## src/rtl/integer_to_radix_ascii_defines.svh

```systemverilog
//------------------------------------------------------------------------------
// integer_to_radix_ascii_defines
// Assertion macros shared by the integer-to-ASCII converter RTL.
//------------------------------------------------------------------------------
`ifndef INTEGER_TO_RADIX_ASCII_DEFINES_SVH
`define INTEGER_TO_RADIX_ASCII_DEFINES_SVH

// expr must hold at every clock edge out of reset
`define IRA_ASSERT_ALWAYS(label, expr, msg) \
   label: assert property (@(posedge clock) disable iff (reset) (expr)) else $error(msg);

// cons must hold in the cycle after ante
`define IRA_ASSERT_NEXT(label, ante, cons, msg) \
   label: assert property (@(posedge clock) disable iff (reset) (ante) |=> (cons)) \
      else $error(msg);

`endif

```

## src/rtl/ira_pkg.sv

```systemverilog
//------------------------------------------------------------------------------
// ira_pkg
// Types and constants of the integer-to-ASCII converter.
//------------------------------------------------------------------------------
`timescale 1ns / 1ps
`default_nettype none

package ira_pkg;

   localparam int DIGIT_W = 6;
   localparam int CHAR_W  = 7;

   localparam logic [DIGIT_W-1:0] RADIX_MIN = 6'd2;
   localparam logic [DIGIT_W-1:0] RADIX_MAX = 6'd36;
   localparam logic [DIGIT_W-1:0] RADIX_DEC = 6'd10;
   localparam logic [DIGIT_W-1:0] DIGIT_MAX_NUM = 6'd9;

   localparam logic [CHAR_W-1:0] CHAR_ZERO  = 7'h30;
   localparam logic [CHAR_W-1:0] CHAR_A     = 7'h41;
   localparam logic [CHAR_W-1:0] CHAR_MINUS = 7'h2D;

   function automatic logic [CHAR_W-1:0] digit_char(input logic [DIGIT_W-1:0] d);
      logic [CHAR_W-1:0] dx;
      dx = {1'b0, d};
      if (d > DIGIT_MAX_NUM) begin
         return dx + CHAR_A - 7'd10;
      end
      return dx + CHAR_ZERO;
   endfunction

endpackage

`default_nettype wire

```

## src/rtl/ira_ram.sv

```systemverilog
//------------------------------------------------------------------------------
// ira_ram
// Generic single-write, single-read RAM with registered read data.
//------------------------------------------------------------------------------
`timescale 1ns / 1ps
`default_nettype none

module ira_ram #(
   parameter int WIDTH = 6,
   parameter int DEPTH = 64
) (
   input  wire logic                     clock,
   input  wire logic                     wr_en,
   input  wire logic [$clog2(DEPTH)-1:0] wr_addr,
   input  wire logic [WIDTH-1:0]         wr_data,
   input  wire logic [$clog2(DEPTH)-1:0] rd_addr,
   output logic      [WIDTH-1:0]         rd_data
);

   logic [WIDTH-1:0] mem_ff [DEPTH];
   logic [WIDTH-1:0] rd_data_ff;

   always_ff @(posedge clock) begin
      if (wr_en) begin
         mem_ff[wr_addr] <= wr_data;
      end
      rd_data_ff <= mem_ff[rd_addr];
   end

   assign rd_data = rd_data_ff;

endmodule

`default_nettype wire

```

## src/rtl/integer_to_radix_ascii.sv

```systemverilog
//------------------------------------------------------------------------------
// integer_to_radix_ascii
// Converts an integer to ASCII digits in radix 2..36, most significant first.
//
// Usage:
//   Pulse start with req_value/req_base while busy is low; that beat is taken.
//   Base 0/1 acts as 2, base above 36 acts as 36. In base ten a negative value
//   gets a leading '-'; every other base reads the bits as unsigned.
//   Characters come out on rsp_character with rsp_valid high for one cycle
//   each; rsp_last marks the final character. The receiver cannot stall.
//   Operation: each digit costs one bit-serial shift-subtract division
//   (one quotient bit per cycle through the remainder register), then a
//   '-' is sent if negative and each digit is read back from the digit RAM
//   (registered read port) through a fetch state and an output state. The
//   last beat is on the port with busy already low, so the next beat can be
//   taken at the edge ending it. One beat in flight at a time.
//   Reset: synchronous, clears the control path; no clearing pass needed.
//------------------------------------------------------------------------------
`timescale 1ns / 1ps
`default_nettype none

`include "integer_to_radix_ascii_defines.svh"

module integer_to_radix_ascii
   import ira_pkg::*;
#(
   parameter int VALUE_BITS = 64
) (
   input  wire logic                  clock,
   input  wire logic                  reset,
   input  wire logic                  start,
   output logic                       busy,
   input  wire logic [VALUE_BITS-1:0] req_value,
   input  wire logic [DIGIT_W-1:0]    req_base,
   output logic                       rsp_valid,
   output logic      [CHAR_W-1:0]     rsp_character,
   output logic                       rsp_last
);

   localparam int BIT_W  = $clog2(VALUE_BITS);
   localparam int ADDR_W = $clog2(VALUE_BITS);
   localparam int CNT_W  = $clog2(VALUE_BITS + 1);
   localparam logic [BIT_W-1:0] BIT_LAST = BIT_W'(VALUE_BITS - 1);

   typedef enum logic [2:0] {S_IDLE, S_DIV, S_SIGN, S_FETCH, S_OUT} state_type;

   state_type             state_ff,   state_in;
   logic [VALUE_BITS-1:0] mag_ff,     mag_in;
   logic [DIGIT_W-1:0]    radix_ff,   radix_in;
   logic [DIGIT_W-1:0]    rem_ff,     rem_in;
   logic [BIT_W-1:0]      bit_ff,     bit_in;
   logic                  qnz_ff,     qnz_in;
   logic                  neg_ff,     neg_in;
   logic [CNT_W-1:0]      count_ff,   count_in;
   logic [ADDR_W-1:0]     idx_ff,     idx_in;
   logic                  valid_ff,   valid_in;
   logic                  last_ff,    last_in;
   logic [CHAR_W-1:0]     char_ff,    char_in;

   logic [DIGIT_W:0]      trial;
   logic                  q_bit;
   logic [DIGIT_W:0]      rem_next;
   logic                  wr_en;
   logic [DIGIT_W-1:0]    rd_data;
   logic                  is_neg;

   assign trial    = {rem_ff, mag_ff[VALUE_BITS-1]};
   assign q_bit    = trial >= {1'b0, radix_ff};
   assign rem_next = q_bit ? trial - {1'b0, radix_ff} : trial;
   assign wr_en    = (state_ff == S_DIV) && (bit_ff == BIT_LAST);
   assign is_neg   = req_value[VALUE_BITS-1] && (req_base == RADIX_DEC);

   ira_ram #(
      .WIDTH (DIGIT_W),
      .DEPTH (VALUE_BITS)
   ) u_digits (
      .clock   (clock),
      .wr_en   (wr_en),
      .wr_addr (count_ff[ADDR_W-1:0]),
      .wr_data (rem_next[DIGIT_W-1:0]),
      .rd_addr (idx_ff),
      .rd_data (rd_data)
   );

   always_comb begin
      state_in = state_ff;
      mag_in   = mag_ff;
      radix_in = radix_ff;
      rem_in   = rem_ff;
      bit_in   = bit_ff;
      qnz_in   = qnz_ff;
      neg_in   = neg_ff;
      count_in = count_ff;
      idx_in   = idx_ff;
      valid_in = 1'b0;
      last_in  = last_ff;
      char_in  = char_ff;
      unique case (state_ff)
         S_IDLE: begin
            if (start) begin
               state_in = S_DIV;
               neg_in   = is_neg;
               mag_in   = is_neg ? ~req_value + 1'b1 : req_value;
               if (req_base < RADIX_MIN) begin
                  radix_in = RADIX_MIN;
               end else if (req_base > RADIX_MAX) begin
                  radix_in = RADIX_MAX;
               end else begin
                  radix_in = req_base;
               end
               rem_in   = '0;
               bit_in   = '0;
               qnz_in   = 1'b0;
               count_in = '0;
            end
         end
         S_DIV: begin
            rem_in = rem_next[DIGIT_W-1:0];
            mag_in = {mag_ff[VALUE_BITS-2:0], q_bit};
            qnz_in = qnz_ff | q_bit;
            bit_in = bit_ff + 1'b1;
            if (bit_ff == BIT_LAST) begin
               rem_in   = '0;
               bit_in   = '0;
               qnz_in   = 1'b0;
               count_in = count_ff + 1'b1;
               idx_in   = count_ff[ADDR_W-1:0];
               if (!(qnz_ff | q_bit)) begin
                  state_in = neg_ff ? S_SIGN : S_FETCH;
               end
            end
         end
         S_SIGN: begin
            valid_in = 1'b1;
            last_in  = 1'b0;
            char_in  = CHAR_MINUS;
            state_in = S_FETCH;
         end
         S_FETCH: begin
            state_in = S_OUT;
         end
         S_OUT: begin
            valid_in = 1'b1;
            char_in  = digit_char(rd_data);
            last_in  = (idx_ff == '0);
            if (idx_ff == '0) begin
               state_in = S_IDLE;
            end else begin
               idx_in   = idx_ff - 1'b1;
               state_in = S_FETCH;
            end
         end
         default: state_in = S_IDLE;
      endcase
   end

   always_ff @(posedge clock) begin
      if (reset) begin
         state_ff <= S_IDLE;
         valid_ff <= 1'b0;
         count_ff <= '0;
      end else begin
         state_ff <= state_in;
         valid_ff <= valid_in;
         count_ff <= count_in;
      end
      mag_ff   <= mag_in;
      radix_ff <= radix_in;
      rem_ff   <= rem_in;
      bit_ff   <= bit_in;
      qnz_ff   <= qnz_in;
      neg_ff   <= neg_in;
      idx_ff   <= idx_in;
      last_ff  <= last_in;
      char_ff  <= char_in;
   end

   assign busy          = (state_ff != S_IDLE);
   assign rsp_valid     = valid_ff;
   assign rsp_character = char_ff;
   assign rsp_last      = last_ff;

   `IRA_ASSERT_NEXT(a_busy_after_start, start && !busy, busy, "not busy after accept")
   `IRA_ASSERT_NEXT(a_strobe_spacing, rsp_valid, !rsp_valid, "back-to-back result strobes")
   `IRA_ASSERT_ALWAYS(a_count_range, count_ff <= CNT_W'(VALUE_BITS), "digit count overflow")
   `IRA_ASSERT_ALWAYS(a_last_ends_item, !(rsp_valid && rsp_last) || !busy, "busy on last beat")

endmodule

`default_nettype wire

```

## config.mk

```make
export PLATFORM = sky130hd
export DESIGN_NAME = integer_to_radix_ascii
export DESIGN_NICKNAME = d
export VERILOG_FILES = /design/src/rtl/ira_pkg.sv /design/src/rtl/ira_ram.sv /design/src/rtl/integer_to_radix_ascii.sv
export VERILOG_INCLUDE_DIRS = /design/src /design/src/rtl
export SDC_FILE = /design/constraint.sdc
export NUM_CORES = 1
export LEC_CHECK = 0
export BUFFER_PORTS_ARGS = -buffer_cell sky130_fd_sc_hd__buf_2
export CAP_MARGIN = 20
export CORE_MARGIN = 2
export CORE_UTILIZATION = 55
export DETAILED_ROUTE_END_ITERATION = 8
export PLACE_DENSITY_LB_ADDON = 0.08
export SLEW_MARGIN = 10
export SYNTH_ARGS = -nofsm -noshare
export SYNTH_HDL_FRONTEND = slang
export SYNTH_SLANG_ARGS = --single-unit
```

## constraint.sdc

```tcl
create_clock -name clock -period 3.85 [get_ports clock]
set_input_delay 0.77 -clock clock [delete_from_list [all_inputs] [get_ports clock]]
set_output_delay 0.77 -clock clock [all_outputs]
set_load 0.05 [all_outputs]
```

# == Yosys cells after proc, flatten, opt, wreduce, memory -nomap -nowiden ==
# Memories as Yosys holds them, arrays and structs flattened. A register that Yosys moved wholly into a read port is not among the register bits.
# Cells that the tools add are included.
# word_totals
regBits,109
mem_bits_rw,384
inputBits,73
output_inout_bits,10
wordCells,87
memories,1
# memory_table
name,words,width,read_ports,rd_clocked_by_memory_dff,write_ports,line_no,rtl
u_digits.mem_ff,64,6,1,1,1,ira_ram.sv:20,logic [WIDTH-1:0] mem_ff [DEPTH];
# op_classes
n_addsub,8
n_lt_le_gt_ge,4
n_eq_ne,10
muxes,34
bitwise,2
reduce_logical,15
# op_table
operator,n
$mux W64,2
$pmux W64 S2,1
$add A64 B1 Y64 const B,1
$not A64 Y64,1
$mux W6,7
$pmux W6 S2,3
$mux W7,4
$pmux W7 S2,2
$pmux W3 S5,1
$mux W3,3
$reduce_and A3 Y1,3
$mux W1,8
$add A6 B6 Y7 const B,1
$add A6 B7 Y7 const B,1
$add A7 B1 Y7 const B,1
$ge A7 B6 Y1,1
$sub A7 B4 Y7 const B,1
$add A6 B1 Y6 const B,1
$eq A3 B2 Y1 const B,2
$eq A6 B4 Y1 const B,1
$eq A6 B6 Y1 const B,1
$gt A6 B4 Y1 const B,1
$gt A6 B6 Y1 const B,1
$logic_not A6 Y1,1
other kinds (16),24

# == Depth between registers and ports, before layout ==
# depth
depth_word,5
depth_mapped,10
ltp_nobuf,9

# == By module ==
# A second synthesis with hierarchy kept.
# unflattened
hier_cells,1426
area_unflattened_um2,21881.0
# by_module_without_submodules
module,instances,cells_each,area_per_inst_um2,seq_area_each_um2
ira_ram,1,720,15225.9,11651.2
integer_to_radix_ascii,1,706,6655.1,3143.0

# == Worst setup path after synthesis ==
# No wires, ideal clock.
# synth_timing
kind,register -> register
start,register mag_ff[63]
end,memory u_digits.mem_ff[0][0] (data pin)
setup_ns,0.548
arrival_time_ns,3.339
required_ns,3.302
setup_slack_ns,-0.037
path_stages_with_launch,10
n_path_buf,1
synth_period_minus_slack_ns,3.887
cell_sequence,edfxtp_1 > inv_1 > ha_1 > nand2b_1 > a21o_1 > a21oi_1 > o21ai_1 > clkbuf_1 > nor2_1 > a21oi_1
# synth_via
elab_chain_len,2
elab_cells_between_ends,3
classes_between,add/sub: 1; order compare: 1; mux: 1
# synth_lines
item,line_no,rtl
from (decl),integer_to_radix_ascii.sv:48,"logic [VALUE_BITS-1:0] mag_ff, mag_in;"
from (signal assigned),integer_to_radix_ascii.sv:167,mag_ff <= mag_in;
$sub A6 B6 Y6 / $ge A7 B6 Y1 (equally long branches),"integer_to_radix_ascii.sv:69, integer_to_radix_ascii.sv:68",
$mux W6 (*),integer_to_radix_ascii.sv:69,"assign rem_next = q_bit ? trial - {1'b0, radix_ff} : trial;"
named net rem_next[0],integer_to_radix_ascii.sv:62,logic [DIGIT_W:0] rem_next;
to (decl),ira_ram.sv:20,
# The timed path passes the listed nets; every way through them passes the cells marked *.

# == Final worst setup path ==
# layout_timing
start,register bit_ff[0]
end,memory u_digits.mem_ff[32][4] (enable)
# layout_via
elab_chain_len,4
# layout_lines
item,line_no,rtl
from (decl),integer_to_radix_ascii.sv:51,"logic [BIT_W-1:0] bit_ff, bit_in;"
from (signal assigned),integer_to_radix_ascii.sv:170,bit_ff <= bit_in;
$eq A6 B6 Y1,integer_to_radix_ascii.sv:70,assign wr_en = (state_ff == S_DIV) && (bit_ff == BIT_LAST);
$logic_and A1 B1 Y1,integer_to_radix_ascii.sv:70,
$mux W1,ira_ram.sv:24,if (wr_en) begin
$mux W1 (implied by the code),ira_ram.sv:25,mem_ff[wr_addr] <= wr_data;
# Every way passes these cells.

==> flow_summary.json <==
{
  "clk_pin_slew_ns": 0.06,
  "nNetsFinal": 1576,
  "post_cts_buffers": 0,
  "min_path_type": "in2reg",
  "vias": 12300,
  "ant_nets": 0,
  "r2r_start": "bit_ff[0]",
  "reg2reg_to": "u_digits.mem_ff[32][4]",
  "avgSynthCellArea_um2": 15.4,
  "reg2reg_slack_ns": 0.83,
  "route.detailed.drc": 0,
  "grt_pass1_vias": 12300,
  "drt_iter0_drc": 966,
  "worst_r2r_path_depth": 6,
  "end_kind": "flop",
  "critPathKind": "reg2reg",
  "final_cell_mix": "edfxtp_1 (482), nor2_1 (142), mux4_2 (96)",
  "dieArea_um2": 41000,
  "busiest_layer": "met2",
  "holdPathEnd": "count_ff[0]",
  "n_fill_cell": 2878,
  "layout-drive-gt1-share": 0.203,
  "synth_top_flop_cell": "edfxtp_1",
  "use_met1": 0.349,
  "portBuffers": 82,
  "place_ws_ns": 0.579,
  "firstDrtPassIters": 5,
  "cts_tree": "yes",
  "netlist_area_um2": 21700,
  "overflow": 0,
  "hold_violations": 0,
  "rsz0062_at_grt": "false",
  "grtUsageMet2": 0.368,
  "synth_edf_count": 482,
  "skew_ns": 0.0198,
  "cts_hold_buf": 0,
  "critPathMaxFanout": 10,
  "start_kind": "flop",
  "p_comb_frac": 0.103,
  "total_leakage_power_uw": 0.00788,
  "net-switching-power_uw": 3020,
  "via_per_inst": 6.02,
  "io_pins": 83,
  "rows": 72,
  "setup_tns_ns": 0,
  "mostFrequentLayoutCell": "edfxtp_1",
  "grt_use_met3": 0.0390,
  "antenna_found_initial": 0,
  "max_slew.worst_pin.slew_ns": 1.04,
  "startpoint": "bit_ff[0]",
  "pwr-share-seq": 0.521,
  "syn-num-nets": 1494,
  "ys_ff_latch": 498,
  "wl_per_cell_um": 23.0,
  "synthDistinctLibCells": 63,
  "async_flop_share": 0,
  "p_int_uw": 9760,
  "ff_latch_area_um2": 14800,
  "clock_sinks": 498,
  "sw_frac_of_total": 0.237,
  "clockPowerShare": 0.376,
  "fmax_mhz": 331,
  "cp.arrival_ns": 3.22,
  "hpwlAfterDp_mm": 30.1,
  "cellPowerDensity_nw_per_um2": 526,
  "wl_mm": 47.2,
  "ctsHtreeMaxLevel": 2,
  "start_util": 0.559,
  "period_needed_ns": 3.02,
  "multi_input_area_um2": 6500,
  "setup_viol": 0,
  "grt_max_degree": 95,
  "cts_buffers": 51,
  "antenna_cells": 0,
  "die_h_um": 202,
  "grt_pass1_wl_mm": 72.6,
  "worst_slack_ns": 0.826,
  "core_um2": 38700,
  "grtUsageTotal": 0.235,
  "routabilityCongestion": 0.849,
  "clkLatencyLatePin_ns": 0.59,
  "min_path_cells": 2,
  "vdd_drop_max_v": 0.000285,
  "required_ns": 4.05,
  "area_delta_synth_final_pct": 12.2,
  "yosysSeqAreaShare": 0.683,
  "min_from": "reset",
  "postSynthCellCount": 1406,
  "timing.final.crit_share": 0.786,
  "maxSlewViolCount": 0,
  "die_x_um": 202,
  "maxCapViolations": 0,
  "clock_path_buffers": 3,
  "yosys_warnings": 0,
  "status": "completed",
  "clockRootBuffer": "clkbuf_16",
  "cts_resized": 0,
  "relSlewSlack": 0.310
}
-- power by group through the flow --
stage               Clock [µW]  Sequential [µW]  Combinational (µW)
finish                    4800             6660                1320
global route              5110             6670                1450
CTS                       4900             6660                1330
detailed placement           0             6770                1330
global placement             0             6770                1280
floorplan                    0             6770                 762
-- critical path, cell delays in order (launching register included) --
cell	delay, ns
edfxtp_1	0.37
ha_1	0.22
and3_1	0.20
nand3_1	0.28
nor3_1	0.35
nand2_1	0.47
nor2_1	0.75
-- stage by stage --
step	power, µW	hold slack, ns	util	std cells	area (µm²)
global route	13200	0.437	0.627	2048	24300
finish	12800	0.452	0.627	2048	24300
CTS	12900	0.421	0.627	2048	24300
detailed placement	8100	0.509	0.585	1953	22700
floorplan	7530	0.496	-	1406	21700
global placement	8050	0.501	0.585	1953	22700
-- state kept, by name, summed over array words and instances (netlist names) --
register	cells
bit_ff	6
count_ff	6
idx_ff	6
mag_ff	64
neg_ff	1
qnz_ff	1
radix_ff	6
rem_ff	6
rsp_character	7
rsp_last	1
rsp_valid	1
state_ff	3
u_digits.mem_ff	384
u_digits.rd_data	6
-- layout make-up --
cell class | instances | area share
timing repair buffer | 110 | 0.0266
tap | 518 | 0.0267
multi-input combinational | 806 | 0.268
clock buffer | 60 | 0.0548
clock inverter | 35 | 0.0125
inverter | 21 | 0.00324
sequential | 498 | 0.609
-- synth_stat cells, drive strengths merged (9+ instances only) --
cell / number / share of area
edfxtp: 482 / 0.67
nand2b: 9 / 0.0026
mux4: 96 / 0.10
or3: 23 / 0.0066
nor3: 22 / 0.0051
o31ai: 11 / 0.0047
o21ai: 64 / 0.015
buf: 28 / 0.0061
mux2: 9 / 0.0047
o221ai: 12 / 0.0049
nor2: 142 / 0.025
nor4: 12 / 0.0038
a21oi: 54 / 0.012
nand2: 97 / 0.017
dfxtp: 16 / 0.015
o22ai: 12 / 0.0035
nand3: 18 / 0.0044
inv: 20 / 0.0035
a31oi: 20 / 0.0058
xnor2: 45 / 0.018
ha: 14 / 0.0081
clkbuf: 53 / 0.0092
nor2b: 10 / 0.0029
xor2: 32 / 0.013
mux2i: 26 / 0.012
-- layer usage --
layer | routed length [µm] | up-vias | part of all wire
met4 | 908 | 0 | 0.019
met3 | 2760 | 56 | 0.058
li1 | - | 5649 | -
met2 | 22700 | 370 | 0.48
met1 | 20800 | 6258 | 0.44
met5 | 0 | - | 0
-- how the worst max path moves through the flow --
stage                              to  slack, ns  cells past startpoint
2_1_floorplan   u_digits.mem_ff[0][0]      -0.04                      9
3_3_place_gp               mag_ff[51]       0.66                      7
3_5_place_dp               mag_ff[53]       0.58                      7
4_1_cts        u_digits.mem_ff[32][4]       0.84                      6
5_1_grt        u_digits.mem_ff[32][4]       0.63                      6
6_report       u_digits.mem_ff[32][4]       0.83                      6
-- logic make-up (layout without fill, tap and decap cells) --
logic type,after synthesis,in the layout,share of synthesized area
AO/OA/AOI/OAI,204,204,0.0584
flip-flops,498,498,0.683
adder cells (fa/ha/maj),16,16,0.00947
buffers and inverters,102,226,0.0189
AND/OR/NAND/NOR,378,378,0.0828
multiplexers,131,131,0.116
XOR/XNOR,77,77,0.0311
Power figures use the tool's default switching activity.
